`config.mk`:
```
export PLATFORM = sky130hd
export DESIGN_NAME = ipbt_ram
export DESIGN_NICKNAME = d
export VERILOG_FILES = /design/src/sv/ipbt_ram.sv
export SDC_FILE = /design/constraint.sdc
export NUM_CORES = 2
export LEC_CHECK = 0
export BUFFER_PORTS_ARGS = -buffer_cell sky130_fd_sc_hd__buf_4
export CORE_UTILIZATION = 40
export DETAILED_ROUTE_END_ITERATION = 10
export GPL_TIMING_DRIVEN = 1
export PLACE_DENSITY = 0.67
export SLEW_MARGIN = 30
export SYNTH_ARGS = -nofsm -noshare
export SYNTH_HDL_FRONTEND = slang
export SYNTH_SLANG_ARGS = --single-unit
```
`constraint.sdc`:
```
create_clock -name clk -period 9.5 [get_ports clk]
set_input_delay 0.95 -clock clk [delete_from_list [all_inputs] [get_ports clk]]
set_output_delay 0.95 -clock clk [all_outputs]
set_load 0.03 [all_outputs]
```
`src/sv/ipbt_ram.sv`:
```
// ----------------------------------------------------------------------------
// ipbt_ram
// generic single write port ram with one registered read port
// ----------------------------------------------------------------------------
module ipbt_ram #(
    parameter int WIDTH = 32,
    parameter int DEPTH = 64,
    localparam int AW   = (DEPTH > 1) ? $clog2(DEPTH) : 1
) (
    input  logic             clk,
    input  logic             we,
    input  logic [AW-1:0]    waddr,
    input  logic [WIDTH-1:0] wdata,
    input  logic [AW-1:0]    raddr,
    output logic [WIDTH-1:0] rdata
);

    logic [WIDTH-1:0] mem [DEPTH];

    always_ff @(posedge clk)
    begin
        if (we)
        begin
            mem[waddr] <= wdata;
        end
        rdata <= mem[raddr];
    end

endmodule

```
# After elaboration in Yosys (flattened, before gate mapping)
# Memories as Yosys holds them, arrays and structs flattened. A register that Yosys moved wholly into a read port is not among the register bits.
# Cells that the tools add are included.
# W data, S select, Z words.
# word_totals
regBits,0
ram_bits,2048
inputBits,46
output_inout_bits,32
n_memories,1
# op_classes
mux,2
# mem_list
name,words,width,read_ports,rd_clocked_by_memory_dff,write_ports,line_no,text
mem,64,32,1,1,1,18,logic [WIDTH-1:0] mem [DEPTH];
# ops
op,n
$mux W1,2

# Depth between registers and ports, before layout
# logic_depth
depth_word,2
ltp_mapped,10

# Worst setup path before layout
# OpenSTA, ideal clock, no wires.
# synth_path
path_type,input -> register
startpoint,in waddr[3]
endpoint,mem mem[48][0] (enable)
setup_time_ns,0.461
arrival_ns,3.649
slack_ns,5.390
path_stages,4
n_path_buf,1
cell_sequence,clkbuf_1 -> nor2b_1 -> nand4b_1 -> nor3_1
# synth_rtl
item,line_no,text
"start, declared",12,"input logic [AW-1:0] waddr,"
"end, declared",18,
# No word-level cell before the write port.

==> impl_metrics.py <==
metrics = {
    "run_status": {
        "outcome": "complete, no violations",
    },
    "pwr": {
        "ir_drop_mv": 0.1976,
        "p_leak_nw": 27.40,
        "powerDensity_nw_per_um2": 211.9,
    },
    "synth": {
        "yosysWarnings": 0,
        "yosys.cell_types.count": 34,
        "ys.flop_type": "edfxtp_1",
        "syn_area_per_cell_sq_um": 23.62,
        "synth_cells": 3324,
        "ys_seq_area_frac": 0.7914,
        "mappedNetlistNets": 3370,
        "synth-async-reset-ratio": 0,
        "synth-edff-count": 2048,
        "yosys_register_bits": 2080,
        "netlist_area_sq_um": 78520,
    },
    "sta": {
        "fmax_mhz": 247.1,
        "worst-slew-pin-transition_ps": 1154,
        "rsz0062_at_grt": "no",
        "hold_violations": 0,
        "period_share": 0.4259,
        "slew_viol_final": 0,
        "fin_crit_ps": 4046,
        "maxSlewHeadroom": 0.2305,
        "setup_violations": 0,
        "skew_ps": 36.86,
        "tns_ps": 0,
    },
    "cts": {
        "cts-root-buf": "clkbuf_16",
        "insertion_delay_ps": 840,
        "cts_resized": 0,
        "cts.sinks": 2080,
        "clkSlewWorstSetupHoldPaths_ps": 60,
        "cts.htree.levels": 4,
        "cts_tree": "done",
        "clockBufferDepth": 3,
        "holdBufCountCts": 0,
        "cts_setup_buffers": 0,
        "cts_made_buffers": 202,
    },
    "final_layout": {
        "final_common_cell": "edfxtp_1",
        "fillCellCount": 16030,
        "mostFrequentLayoutCells": "edfxtp_1, mux4_2, clkbuf_16",
        "layout-drive-gt1-share": 0.2885,
        "nets": 3568,
        "finalInstanceArea_sq_um": 89230,
        "areaGrowthSynthToFinish_pct": 13.65,
    },
    "critical_path": {
        "endpoint_kind": "register",
        "cp_max_fo": 78,
        "worst_ep_required_time_ps": 10180,
        "critPathArrivalTime_ps": 4720,
        "critPathKind": "in2reg",
        "cp-start-kind": "input port",
    },
    "routing": {
        "drt_pre_antenna_iters": 7,
        "vias_per_cell": 5.827,
        "totalWireLength_mm": 198.6,
        "drt-initial-drc-count": 4828,
        "ant_nets": 0,
        "wl_per_cell_microns": 31.40,
        "dr_total_vias": 36870,
        "drcViolationCount": 0,
    },
    "placed_design": {
        "place_area_sq_um": 82800,
        "place.gp.congestion": 0.8018,
        "post-dp-hpwl_mm": 105.0,
        "numPortBuffers": 77,
    },
    "global_routing": {
        "grt_max_degree": 134,
        "grt_pass1_vias": 36950,
        "grt_pass1_wl_mm": 280.1,
        "grt-ovfl-total": 0,
        "antenna_found_initial": 10,
        "grt_usage": 0.2007,
    },
    "die": {
        "dieArea_sq_um": 198100,
        "io_pins": 78,
        "die_h_microns": 445.0,
        "core-area_sq_um": 195000,
        "dieWidth_microns": 445.0,
        "rows": 162,
        "start_util": 0.4027,
    },
    "min_path": {
        "min_path_type": "in2reg",
    },
    "run": {
        "maxCapViolations": 0,
    },
}
[layer usage]
layer / vias up / share of wire / GRT usage
met2: 1783 / 0.49 / 0.3268
met1: 20140 / 0.39 / 0.2749
li1: 14680 / - / -
met5: - / 0.000086 / 0
met3: 262 / 0.084 / 0.03461
met4: 4 / 0.032 / 0.06731
[cells in the mapped netlist (8+ instances only)]
| cell type | instances | share of area |
|---|---|---|
| nand2b_1 | 8 | 0.00064 |
| o221ai_1 | 27 | 0.0030 |
| mux4_2 | 544 | 0.16 |
| dfxtp_1 | 32 | 0.0082 |
| nor2_1 | 137 | 0.0065 |
| nor2b_1 | 15 | 0.0012 |
| buf_1 | 21 | 0.0010 |
| nand2_1 | 26 | 0.0012 |
| buf_2 | 57 | 0.0036 |
| o22ai_1 | 84 | 0.0067 |
| buf_4 | 25 | 0.0024 |
| a22oi_1 | 12 | 0.0011 |
| edfxtp_1 | 2048 | 0.78 |
| mux2i_1 | 93 | 0.012 |
| clkbuf_1 | 74 | 0.0035 |
| a21oi_1 | 62 | 0.0040 |
| a311oi_1 | 8 | 0.00089 |
[critical path, cell delays in order]
cell and delay, ps:
buf_8 450, buf_12 330, buf_16 480, buf_4 580, mux4_2 570, mux2i_1 190
nor2_1 60, o32ai_1 860, nor3_1 80
[area by class of cell]
cell class | instances | area [sq um] | area share
antenna | 5 | 12.51 | 0.0001402
clock buffer | 284 | 5577 | 0.06250
clock inverter | 96 | 805.8 | 0.009030
multi-input combinational | 1062 | 15990 | 0.1792
sequential | 2080 | 62140 | 0.6964
tap | 2624 | 3283 | 0.03679
timing repair buffer | 176 | 1421 | 0.01593
[registers in the layout, indices dropped and copies added, names as in the netlist]
name,flops
rdata,32
mem,2048
[final timing paths]
check	start	to	slack [ps]	depth (start not counted)
hold reg to reg	mem[28][8]$_DFFE_PP_	rdata[8]$_DFF_P_	740	4
hold / removal	raddr[4]	rdata[30]$_DFF_P_	560	3
setup reg to reg	mem[26][9]$_DFFE_PP_	rdata[9]$_DFF_P_	6990	4
setup / recovery	raddr[0]	rdata[17]$_DFF_P_	5450	9
[power by group]
group          switching, W  internal (W)
Combinational      0.000643      0.000344
Sequential        0.0000583        0.0102
Clock               0.00337       0.00434
[cell families after synthesis]
family | share of synthesized area
AO/OA/AOI/OAI | 0.01673
buffers and inverters | 0.01128
flip-flops | 0.7914
multiplexers | 0.1679
AND/OR/NAND/NOR | 0.01265
[per-stage QoR]
stage	setup slack (ps)	utilization	cells	power, W	hold WS (ps)
finish	5454	0.4576	6327	0.01891	562.7
global route	5183	0.4576	6323	0.01941	524.3
CTS	5483	0.4573	6321	0.01903	498.2
detailed placement	4613	0.4246	5941	0.01141	718.7
global placement	4488	0.4245	5941	0.01140	732.7
floorplan	5390	-	3324	0.01091	663.2
Note: power is estimated with default switching activity, not from simulation.
