$ cat config.mk
export PLATFORM = sky130hd
export DESIGN_NAME = ipbt_cmp
export DESIGN_NICKNAME = d
export VERILOG_FILES = /design/src/sv/ipbt_pkg.sv /design/src/sv/ipbt_cmp.sv
export SDC_FILE = /design/constraint.sdc
export NUM_CORES = 1
export LEC_CHECK = 0
export BUFFER_PORTS_ARGS = -buffer_cell sky130_fd_sc_hd__buf_2
export CAP_MARGIN = 20
export CELL_PAD_IN_SITES_DETAIL_PLACEMENT = 1
export CELL_PAD_IN_SITES_GLOBAL_PLACEMENT = 2
export CORE_MARGIN = 2
export CORE_UTILIZATION = 23
export DETAILED_ROUTE_END_ITERATION = 16
export PLACE_DENSITY_LB_ADDON = 0.1
export SLEW_MARGIN = 20
export SYNTH_ARGS = -nofsm -noshare
export SYNTH_HDL_FRONTEND = slang
export SYNTH_SLANG_ARGS = --single-unit
$ cat constraint.sdc
create_clock -name vclk -period 2.4
set_input_delay 0.12 -clock vclk [all_inputs]
set_output_delay 0.12 -clock vclk [all_outputs]
set_load 0.01 [all_outputs]
$ cat src/sv/ipbt_pkg.sv
// ----------------------------------------------------------------------------
// ipbt_pkg
// shared types for the ipv4 ban table: action and status codes, compare flags
// ----------------------------------------------------------------------------
package ipbt_pkg;

    localparam int IP_W = 32;

    typedef enum logic [1:0] {
        ACT_BAN_ADDR    = 2'd0,
        ACT_BAN_RANGE   = 2'd1,
        ACT_UNBAN_RANGE = 2'd2,
        ACT_CHECK_ADDR  = 2'd3
    } action_t;

    typedef enum logic [1:0] {
        ST_OK   = 2'd0,
        ST_DUP  = 2'd1,
        ST_FULL = 2'd2
    } status_t;

    // flags from the shared compare unit for one entry of each table
    typedef struct packed {
        logic addr_eq;
        logic range_eq;
        logic in_range;
    } cmp_res_t;

endpackage

$ cat src/sv/ipbt_cmp.sv
// ----------------------------------------------------------------------------
// ipbt_cmp
// shared compare unit: matches the held key against one entry of each table
// ----------------------------------------------------------------------------
module ipbt_cmp import ipbt_pkg::*; (
    input  logic [IP_W-1:0] key_addr,
    input  logic [IP_W-1:0] key_lo,
    input  logic [IP_W-1:0] key_hi,
    input  logic [IP_W-1:0] entry_addr,
    input  logic [IP_W-1:0] entry_lo,
    input  logic [IP_W-1:0] entry_hi,
    output cmp_res_t        res
);

    always_comb
    begin
        res.addr_eq  = (key_addr == entry_addr);
        res.range_eq = (key_lo == entry_lo) && (key_hi == entry_hi);
        // an inverted range never contains anything
        res.in_range = (entry_lo <= key_addr) && (key_addr <= entry_hi);
    end

endmodule

; ---- After elaboration in Yosys (flattened, before gate mapping)
; Index checks and enable logic that the tools add are counted.
[op_classes]
n_eq_ne = 3
order_cmp = 2
n_reduce_logical = 2
[op_table]
columns = cell, n
row1 = $eq 32x32->1, 3
row2 = $le 32x32->1, 2
row3 = $logic_and 1x1->1, 2
[word_totals]
inputBits = 192
ff_bits = 0
wordCells = 7

; ---- Longest topological paths before layout
; Gate-level depths: netlist (run 1).
[depth]
depth_word = 2
depth_mapped = 7
mapped_depth_nobuf = 7

; ---- Worst setup path before layout (run 1)
; Ideal clock, no wire load.
[synth_timing]
path_kind = in2out
startpoint = input port key_addr[3]
endpoint = output port res[0] (netlist bit)
n_path_buf = 0
path_stages = 7
required_ps = 2280
arrival_ps = 1501
setup_slack_ps = 779
cell_sequence = inv_1 > ha_1 > nand4_1 > nor4_4 > and2_1 > o22ai_1 > nor4_2
[synth_lines]
columns = item, line_no
row1 = "start, declared", ipbt_cmp.sv:6  ; input logic [IP_W-1:0] key_addr,
row2 = "end, declared", ipbt_cmp.sv:12  ; output cmp_res_t res

==> results.sh, run 1 <==
export IMPL_overflow=0
export IMPL_antenna_found_initial=0
export IMPL_track_usage_pct=19.6
export IMPL_path_max_fanout=4
export IMPL_hp_start="entry_addr[2]"
export IMPL_layout_drive_gt1_share_pct=35.8
export IMPL_fin_util_pct=33.7
export IMPL_hold_buffers=0
export IMPL_die_w_um=113
export IMPL_status="complete, no violations"
export IMPL_clkPwrFrac_pct=0
export IMPL_syn_area_um2=2710
export IMPL_seqPwrFrac_pct=0
export IMPL_grt_first_pass_wirelength_um=19200
export IMPL_nets=814
export IMPL_finalCritPeriodShare_pct=94.1
export IMPL_finalCriticalPeriod_ps=2260
export IMPL_dr_pass1_iters=4
export IMPL_critPathLaunchType="input pin"
export IMPL_route_antenna_remaining_nets=0
export IMPL_arrival_ps=2140
export IMPL_worst_pin_slew_ps=576
export IMPL_mostFrequentLayoutCells="buf_2, xor2_1, inv_1"
export IMPL_postCtsSetupBuffers=0
export IMPL_required_ps=2280
export IMPL_finalPower_mw=0.662
export IMPL_post_cts_resize_count=0
export IMPL_yosys_area_top_type="xor2_1"
export IMPL_start_util_pct=23.7
export IMPL_p_leak_nw=2.21
export IMPL_area_delta_synth_final_pct=42.6
export IMPL_tns_ps=0
export IMPL_layout_commonest_cell="buf_2"
export IMPL_fmax_ghz=0.443
export IMPL_synth_top_area_share_pct=31.0
export IMPL_grt_max_degree=5
export IMPL_synth_cells=361
export IMPL_drt_iter0_drc=95
export IMPL_remaining_drc_errors=0
export IMPL_wl_per_cell_um=18.0
export IMPL_worst_hold_slack_ps=779
export IMPL_critical_path_class="in -> out"
export IMPL_synth_top_cells_by_area="xor2_1, ha_1, inv_1"
export IMPL_gp_congestion=0.808
export IMPL_grt_pass1_vias=3604
export IMPL_crit_start="entry_hi[29]"
export IMPL_final_cell_area_um2=3870
export IMPL_core_um2=11500
export IMPL_fp_dieH_um=113
export IMPL_hold_viol=0
export IMPL_min_to="res[2]"
export IMPL_p_switching_mw=0.363
export IMPL_ir_drop_v=0.0000549
export IMPL_yosysSeqAreaShare_pct=0
export IMPL_syn_nets=617
export IMPL_switching_share_pct=54.9
export IMPL_synth_distinct_cells=31
export IMPL_seq_cell_count=0
export IMPL_viasPerCell=4.68
export IMPL_syn_mean_instance_area_um2=7.51
export IMPL_placed_area_um2=3870
export IMPL_via_count=3274
export IMPL_drv_cap=0
export IMPL_hpwl_um=12100
export IMPL_hold_path_depth=6
export IMPL_rsz0062_at_grt="false"
export IMPL_hold_path_class="in -> out"
export IMPL_dieArea_um2=12700
export IMPL_n_clock_buffer=0
export IMPL_slew_headroom_pct=61.2
export IMPL_yosysWarnings=0
export IMPL_slew_viol_final=0
export IMPL_io_buffers=195
export IMPL_finalSetupViolCount=0
export IMPL_register_area_um2=0
export IMPL_end_kind="output pin"
export IMPL_p_per_area_nw_per_um2=171
export IMPL_pin_count=195
export IMPL_row_count=39
export IMPL_n_antenna_cell=0
export IMPL_wl_um=12600
export IMPL_comb_power_share_pct=100.0
export IMPL_p_int_mw=0.299
## cells by family (layout without fill, tap and decap cells)
| group | count (synthesis) | count (layout) | synth area share, % |
|---|---|---|---|
| XOR/XNOR | 96 | 96 | 31.0 |
| AND/OR/NAND/NOR | 83 | 83 | 18.9 |
| buffers and inverters | 66 | 261 | 9.13 |
| adder cells (fa/ha/maj) | 64 | 64 | 29.5 |
| AO/OA/AOI/OAI | 52 | 52 | 11.4 |
## how the worst max path moves through the flow
stage               cells after the start  slack [ps]      to
finish                                  9         140  res[0]
global route                            9          20  res[0]
CTS                                     9          90  res[0]
detailed placement                      9         110  res[0]
global placement                        9          90  res[0]
floorplan                               7         780  res[0]
## Yosys cell counts (all sizes together), types with 2 or more instances
cell and instances:
xor2 96, inv 66, ha 64, nor4 30, a21oi 28, nand4 22
nand2 14, o21ai 9, nor2 5, a221oi 3, nand3 3, a2111o 2
and2 2, nand2b 2, nor2b 2, o211ai 2
## power by group through the flow
stage / registers (mW) / clock network, mW / logic, mW
2_1_floorplan: 0 / 0 / 0.314
3_5_place_dp: 0 / 0 / 0.671
5_1_grt: 0 / 0 / 0.752
4_1_cts: 0 / 0 / 0.675
6_report: 0 / 0 / 0.662
3_3_place_gp: 0 / 0 / 0.661
## through the flow
| step | instances | setup slack [ps] |
|---|---|---|
| finish | 699 | 141 |
| global route | 699 | 17.8 |
| CTS | 699 | 94.9 |
| detailed placement | 699 | 110 |
| global placement | 699 | 95.0 |
| floorplan | 361 | 779 |
## worst max-delay path, cell delays in order
cell and delay [ps]:
buf_2 130, inv_1 50, ha_1 280, nand4_1 210, nor4_1 570, and2_1 220
a21oi_1 50, nor4_2 310, buf_2 190
## layer usage
metal / vias to the layer above / wire length, um / global-route usage [%] / part of all wire, %
li1: 1663 / - / - / -
met1: 1500 / 5760 / 26.2 / 46
met2: 111 / 6220 / 36.5 / 49
met3: 0 / 625 / 1.67 / 5.0
met4: 0 / 0 / 0 / 0
met5: - / 0 / 0 / 0
## area by class of cell
type / instances / area [um^2]
well taps: 143 / 179
multi-input cells: 295 / 2460
repair buffers: 195 / 976
inverters: 66 / 248
fillers: 1497 / 7600
No activity file was read; power rests on OpenSTA's default activity.
==> inputs of run 2 (changes only) <==
CELL_PAD_IN_SITES_DETAIL_PLACEMENT = default   (was 1)
CELL_PAD_IN_SITES_GLOBAL_PLACEMENT = default   (was 2)
CORE_UTILIZATION = 35   (was 23)
PLACE_DENSITY = 0.7   (was default)
PLACE_DENSITY_LB_ADDON = default   (was 0.1)
==> run 2 against run 1 <==
Utilization up 17 points. Via count is 1.4% higher. Maximum frequency increased by 8.9%. Global-route usage increased by 5.0 points. Critical endpoint unchanged. Cell count is 5.7% lower. Worst hold slack got worse by 10 ps. Sequential share of layout area is the same. Setup slack improved by 180 ps. Largest power group unchanged. Final area down 1.1%.
==> results.sh, run 2 (synthesis results as in run 1) <==
export IMPL_status="complete, no violations"
export IMPL_hp_start="key_lo[27]"
export IMPL_hold_path_class="in -> out"
export IMPL_die_w_um=92.0
export IMPL_slew_viol_final=0
export IMPL_rsz0062_at_grt="false"
export IMPL_start_util_pct=35.7
export IMPL_fp_dieH_um=92.0
export IMPL_register_area_um2=0
export IMPL_p_leak_nw=2.21
export IMPL_n_antenna_cell=0
export IMPL_finalCriticalPeriod_ps=2070
export IMPL_critical_path_class="in -> out"
export IMPL_area_delta_synth_final_pct=41.0
export IMPL_min_to="res[1]"
export IMPL_worst_pin_slew_ps=541
export IMPL_layout_commonest_cell="buf_2"
export IMPL_io_buffers=195
export IMPL_hold_viol=0
export IMPL_path_cells="buf_2 -> inv_1 -> ha_1 -> nand4_1 -> nor4_1 -> and2_1 -> a21oi_1 -> nor4_2 -> buf_2"
export IMPL_finalCritPeriodShare_pct=86.4
export IMPL_overflow=0
export IMPL_cp_top_family="simple AND/OR/NAND/NOR gates"
export IMPL_critPathLaunchType="input pin"
export IMPL_track_usage_pct=24.6
export IMPL_n_clock_buffer=0
export IMPL_core_um2=7610
export IMPL_grt_max_degree=5
export IMPL_p_switching_mw=0.353
export IMPL_grt_pass1_vias=3250
export IMPL_final_cell_area_um2=3820
export IMPL_via_count=3320
export IMPL_path_buf_inv=3
export IMPL_dr_pass1_iters=4
export IMPL_ir_drop_v=0.0000758
export IMPL_row_count=32
export IMPL_wl_per_cell_um=16.4
export IMPL_clkPwrFrac_pct=0
export IMPL_p_per_area_nw_per_um2=170
export IMPL_slew_headroom_pct=63.6
export IMPL_end_kind="output pin"
export IMPL_mostFrequentLayoutCells="buf_2, xor2_1, inv_1"
export IMPL_hold_path_depth=6
export IMPL_finalPower_mw=0.652
export IMPL_required_ps=2280
export IMPL_seqPwrFrac_pct=0
export IMPL_p_int_mw=0.299
export IMPL_wl_um=10800
export IMPL_cpPeakStageDelay_ps=480
export IMPL_cp_num_cells=9
export IMPL_pin_count=195
export IMPL_seq_cell_count=0
export IMPL_hpwl_um=10200
export IMPL_finalSetupViolCount=0
export IMPL_arrival_ps=1950
export IMPL_tns_ps=0
export IMPL_placed_area_um2=3820
export IMPL_path_max_fanout=4
export IMPL_comb_power_share_pct=100.0
export IMPL_post_cts_resize_count=0
export IMPL_nets=815
export IMPL_switching_share_pct=54.1
export IMPL_worst_hold_slack_ps=769
export IMPL_grt_first_pass_wirelength_um=16300
export IMPL_hold_buffers=0
export IMPL_crit_top_cell="buf_2"
export IMPL_drt_iter0_drc=148
export IMPL_gp_congestion=0.978
export IMPL_layout_drive_gt1_share_pct=35.9
export IMPL_drv_cap=0
export IMPL_antenna_found_initial=0
export IMPL_remaining_drc_errors=0
export IMPL_viasPerCell=5.04
export IMPL_cp_slowest_cell="nor4_1"
export IMPL_fmax_ghz=0.482
export IMPL_postCtsSetupBuffers=0
export IMPL_dieArea_um2=8470
export IMPL_route_antenna_remaining_nets=0
-- run 2: changes by cell type in the layout (fill, tap and decap cells not counted) --
cell / change
buf_4: +1
-- run 2: final cells by class --
class                           instances  area [um^2]
Fill cell                             777         3780
Multi-Input combinational cell        295         2460
Timing Repair Buffer                  196          983
Inverter                               66          248
Tap cell                              102          128
-- run 2: power groups by stage --
stage | Clock [mW] | Combinational [mW] | Sequential (mW)
after CTS | 0 | 0.653 | 0
after detailed placement | 0 | 0.648 | 0
after global routing | 0 | 0.729 | 0
final | 0 | 0.652 | 0
after global placement | 0 | 0.641 | 0
after floorplan | 0 | 0.314 | 0
-- run 2: tightest hold or removal path: stages --
cell,delay (ps)
buf_2,80
xor2_1,120
nor4_1,70
nand4_1,70
nor4_1,50
buf_2,140
-- run 2: how the worst max path moves through the flow --
stage                       from     end
finish              entry_hi[29]  res[0]
global route        entry_hi[29]  res[0]
CTS                 key_addr[27]  res[0]
detailed placement  key_addr[27]  res[0]
global placement    key_addr[27]  res[0]
floorplan            key_addr[3]  res[0]
-- run 2: metrics by stage --
| step | worst slack, ps | utilization, % | cells |
|---|---|---|---|
| floorplan | 779 | - | 361 |
| global placement | 328 | 50.3 | 659 |
| detailed placement | 320 | 50.3 | 659 |
| CTS | 305 | 50.3 | 659 |
| global route | 196 | 50.3 | 659 |
| finish | 326 | 50.3 | 659 |
-- run 2: routing by layer --
metal	global-route usage, %	part of all wire (%)	vias up
met5	0	0	-
met3	2.47	7.7	12
met4	3.61	1.7	0
li1	-	-	1669
met2	44.1	48	142
met1	32.4	43	1497
==> inputs of run 3 (changes only) <==
--- a/config.mk
+++ b/config.mk
@@ -8,3 +8,2 @@
 export BUFFER_PORTS_ARGS = -buffer_cell sky130_fd_sc_hd__buf_2
-export CAP_MARGIN = 20
 export CORE_MARGIN = 2
==> constraint.sdc (replaced) <==
create_clock -name vclk -period 2.4
set_input_delay 0.24 -clock vclk [all_inputs]
set_output_delay 0.24 -clock vclk [all_outputs]
set_load 0.01 [all_outputs]
==> run 3 against run 2 <==
Highest routed layer unchanged. Non-clock buffer count increased by 6. Maximum frequency decreased by 8.3%. First-iteration DRC count decreased by 37%. Critical path depth decreased by 1. Utilization increased by 0.76 points. Critical path type unchanged.
==> results.sh, run 3 (synthesis results as in run 1) <==
export IMPL_p_int_mw=0.305
export IMPL_layout_commonest_cell="buf_2"
export IMPL_critPathLaunchType="input pin"
export IMPL_use_met2_pct=44.4
export IMPL_top_usage_layer="met2"
export IMPL_track_usage_pct=24.4
export IMPL_finalCriticalPeriod_ps=2260
export IMPL_hpwl_um=10200
export IMPL_remaining_drc_errors=0
export IMPL_start_util_pct=35.7
export IMPL_worst_pin_slew_ps=637
export IMPL_io_buffers=195
export IMPL_drv_cap=0
export IMPL_p_leak_nw=2.24
export IMPL_grt_max_degree=5
export IMPL_p_per_area_nw_per_um2=170
export IMPL_fillers=788
export IMPL_n_clock_buffer=0
export IMPL_status="complete, no violations"
export IMPL_clkPwrFrac_pct=0
export IMPL_layout_drive_gt1_share_pct=36.9
export IMPL_fp_dieH_um=92.0
export IMPL_via_count=3317
export IMPL_hold_path_class="in -> out"
export IMPL_n_antenna_cell=0
export IMPL_finalSetupViolCount=0
export IMPL_dr_pass1_iters=4
export IMPL_layoutNonFillerInstCount=665
export IMPL_die_w_um=92.0
export IMPL_dp_cells=664
export IMPL_grt_met1_usage_pct=31.6
export IMPL_slew_headroom_pct=57.1
export IMPL_rsz0062_at_grt="false"
export IMPL_end_kind="output pin"
export IMPL_p_switching_mw=0.357
export IMPL_wl_per_cell_um=16.3
export IMPL_row_count=32
export IMPL_dieArea_um2=8470
export IMPL_area_delta_synth_final_pct=43.1
export IMPL_register_area_um2=0
export IMPL_pin_count=195
export IMPL_seq_cell_count=0
export IMPL_nets=821
export IMPL_grt_first_pass_wirelength_um=16200
export IMPL_finalCritPeriodShare_pct=94.3
export IMPL_met3_usage_pct=2.30
export IMPL_path_max_fanout=4
export IMPL_fmax_ghz=0.442
export IMPL_required_ps=2160
export IMPL_grt_pass1_vias=3344
export IMPL_critical_path_class="in -> out"
export IMPL_switching_share_pct=54.0
export IMPL_mostFrequentLayoutCells="buf_2, xor2_1, inv_1"
export IMPL_core_um2=7610
export IMPL_ir_drop_v=0.0000717
export IMPL_overflow=0
export IMPL_antenna_found_initial=0
export IMPL_wl_um=10800
export IMPL_viasPerCell=4.99
export IMPL_arrival_ps=2020
export IMPL_hold_viol=0
export IMPL_hold_buffers=0
export IMPL_fin_util_pct=51.0
export IMPL_gp_congestion=0.918
export IMPL_route_antenna_remaining_nets=0
export IMPL_slew_viol_final=0
export IMPL_drt_iter0_drc=93
export IMPL_seqPwrFrac_pct=0
export IMPL_comb_power_share_pct=100.0
export IMPL_worst_hold_slack_ps=1020
run 3: cell types whose count changed in the layout (fill, tap and decap cells not counted):
cell,previous run,this run
nor4_1,28,27
buf_4,1,7
a221oi_2,0,1
nor4_2,1,2
a221oi_1,3,2
run 3: final timing paths:
| path | cells past startpoint | endpoint | from | slack [ps] |
|---|---|---|---|---|
| min | 6 | res[1] | key_hi[12] | 1020 |
| max | 8 | res[0] | key_addr[31] | 140 |
run 3: metrics by stage:
step | setup TNS [ps] | cell area (um^2) | setup slack (ps) | power (mW)
after floorplan | 0 | 2710 | 539 | 0.314
after global placement | -63.8 | 3860 | -63.8 | 0.646
after detailed placement | -107 | 3860 | -107 | 0.655
after CTS | 0 | 3870 | 4.42 | 0.661
after global routing | 0 | 3880 | 12.1 | 0.736
final | 0 | 3880 | 137 | 0.661
run 3: worst max-delay path, stage by stage:
cell      delay [ps]
buf_2            110
inv_1             50
ha_1             320
nand4_2          180
or4_1            570
a311oi_1         290
nor4_2           110
buf_2            150
run 3: what timing repair did:
item	CTS	global route
setup endpoints to repair	1	1
resized for setup	1	1
pin swaps	0	4
cloned	0	0
setup buffers	0	1
run 3: power by group through the flow:
| stage | combinational, mW | sequential (mW) | clock [mW] |
|---|---|---|---|
| after floorplan | 0.314 | 0 | 0 |
| after global placement | 0.646 | 0 | 0 |
| after detailed placement | 0.655 | 0 | 0 |
| after CTS | 0.661 | 0 | 0 |
| after global routing | 0.736 | 0 | 0 |
| final | 0.661 | 0 | 0 |
run 3: layout make-up:
type	count	area [um^2]	share of cell area, %
timing repair buffer	202	1030	26.5
tap	102	128	3.29
inverter	66	248	6.38
multi-input combinational	295	2480	63.8
run 3: routing by layer:
metal	vias to the layer above	routed length [um]	part of all wire, %
met5	-	0	0
met4	0	208	1.9
met3	10	787	7.3
met2	135	5170	48
met1	1492	4670	43
li1	1680	-	-
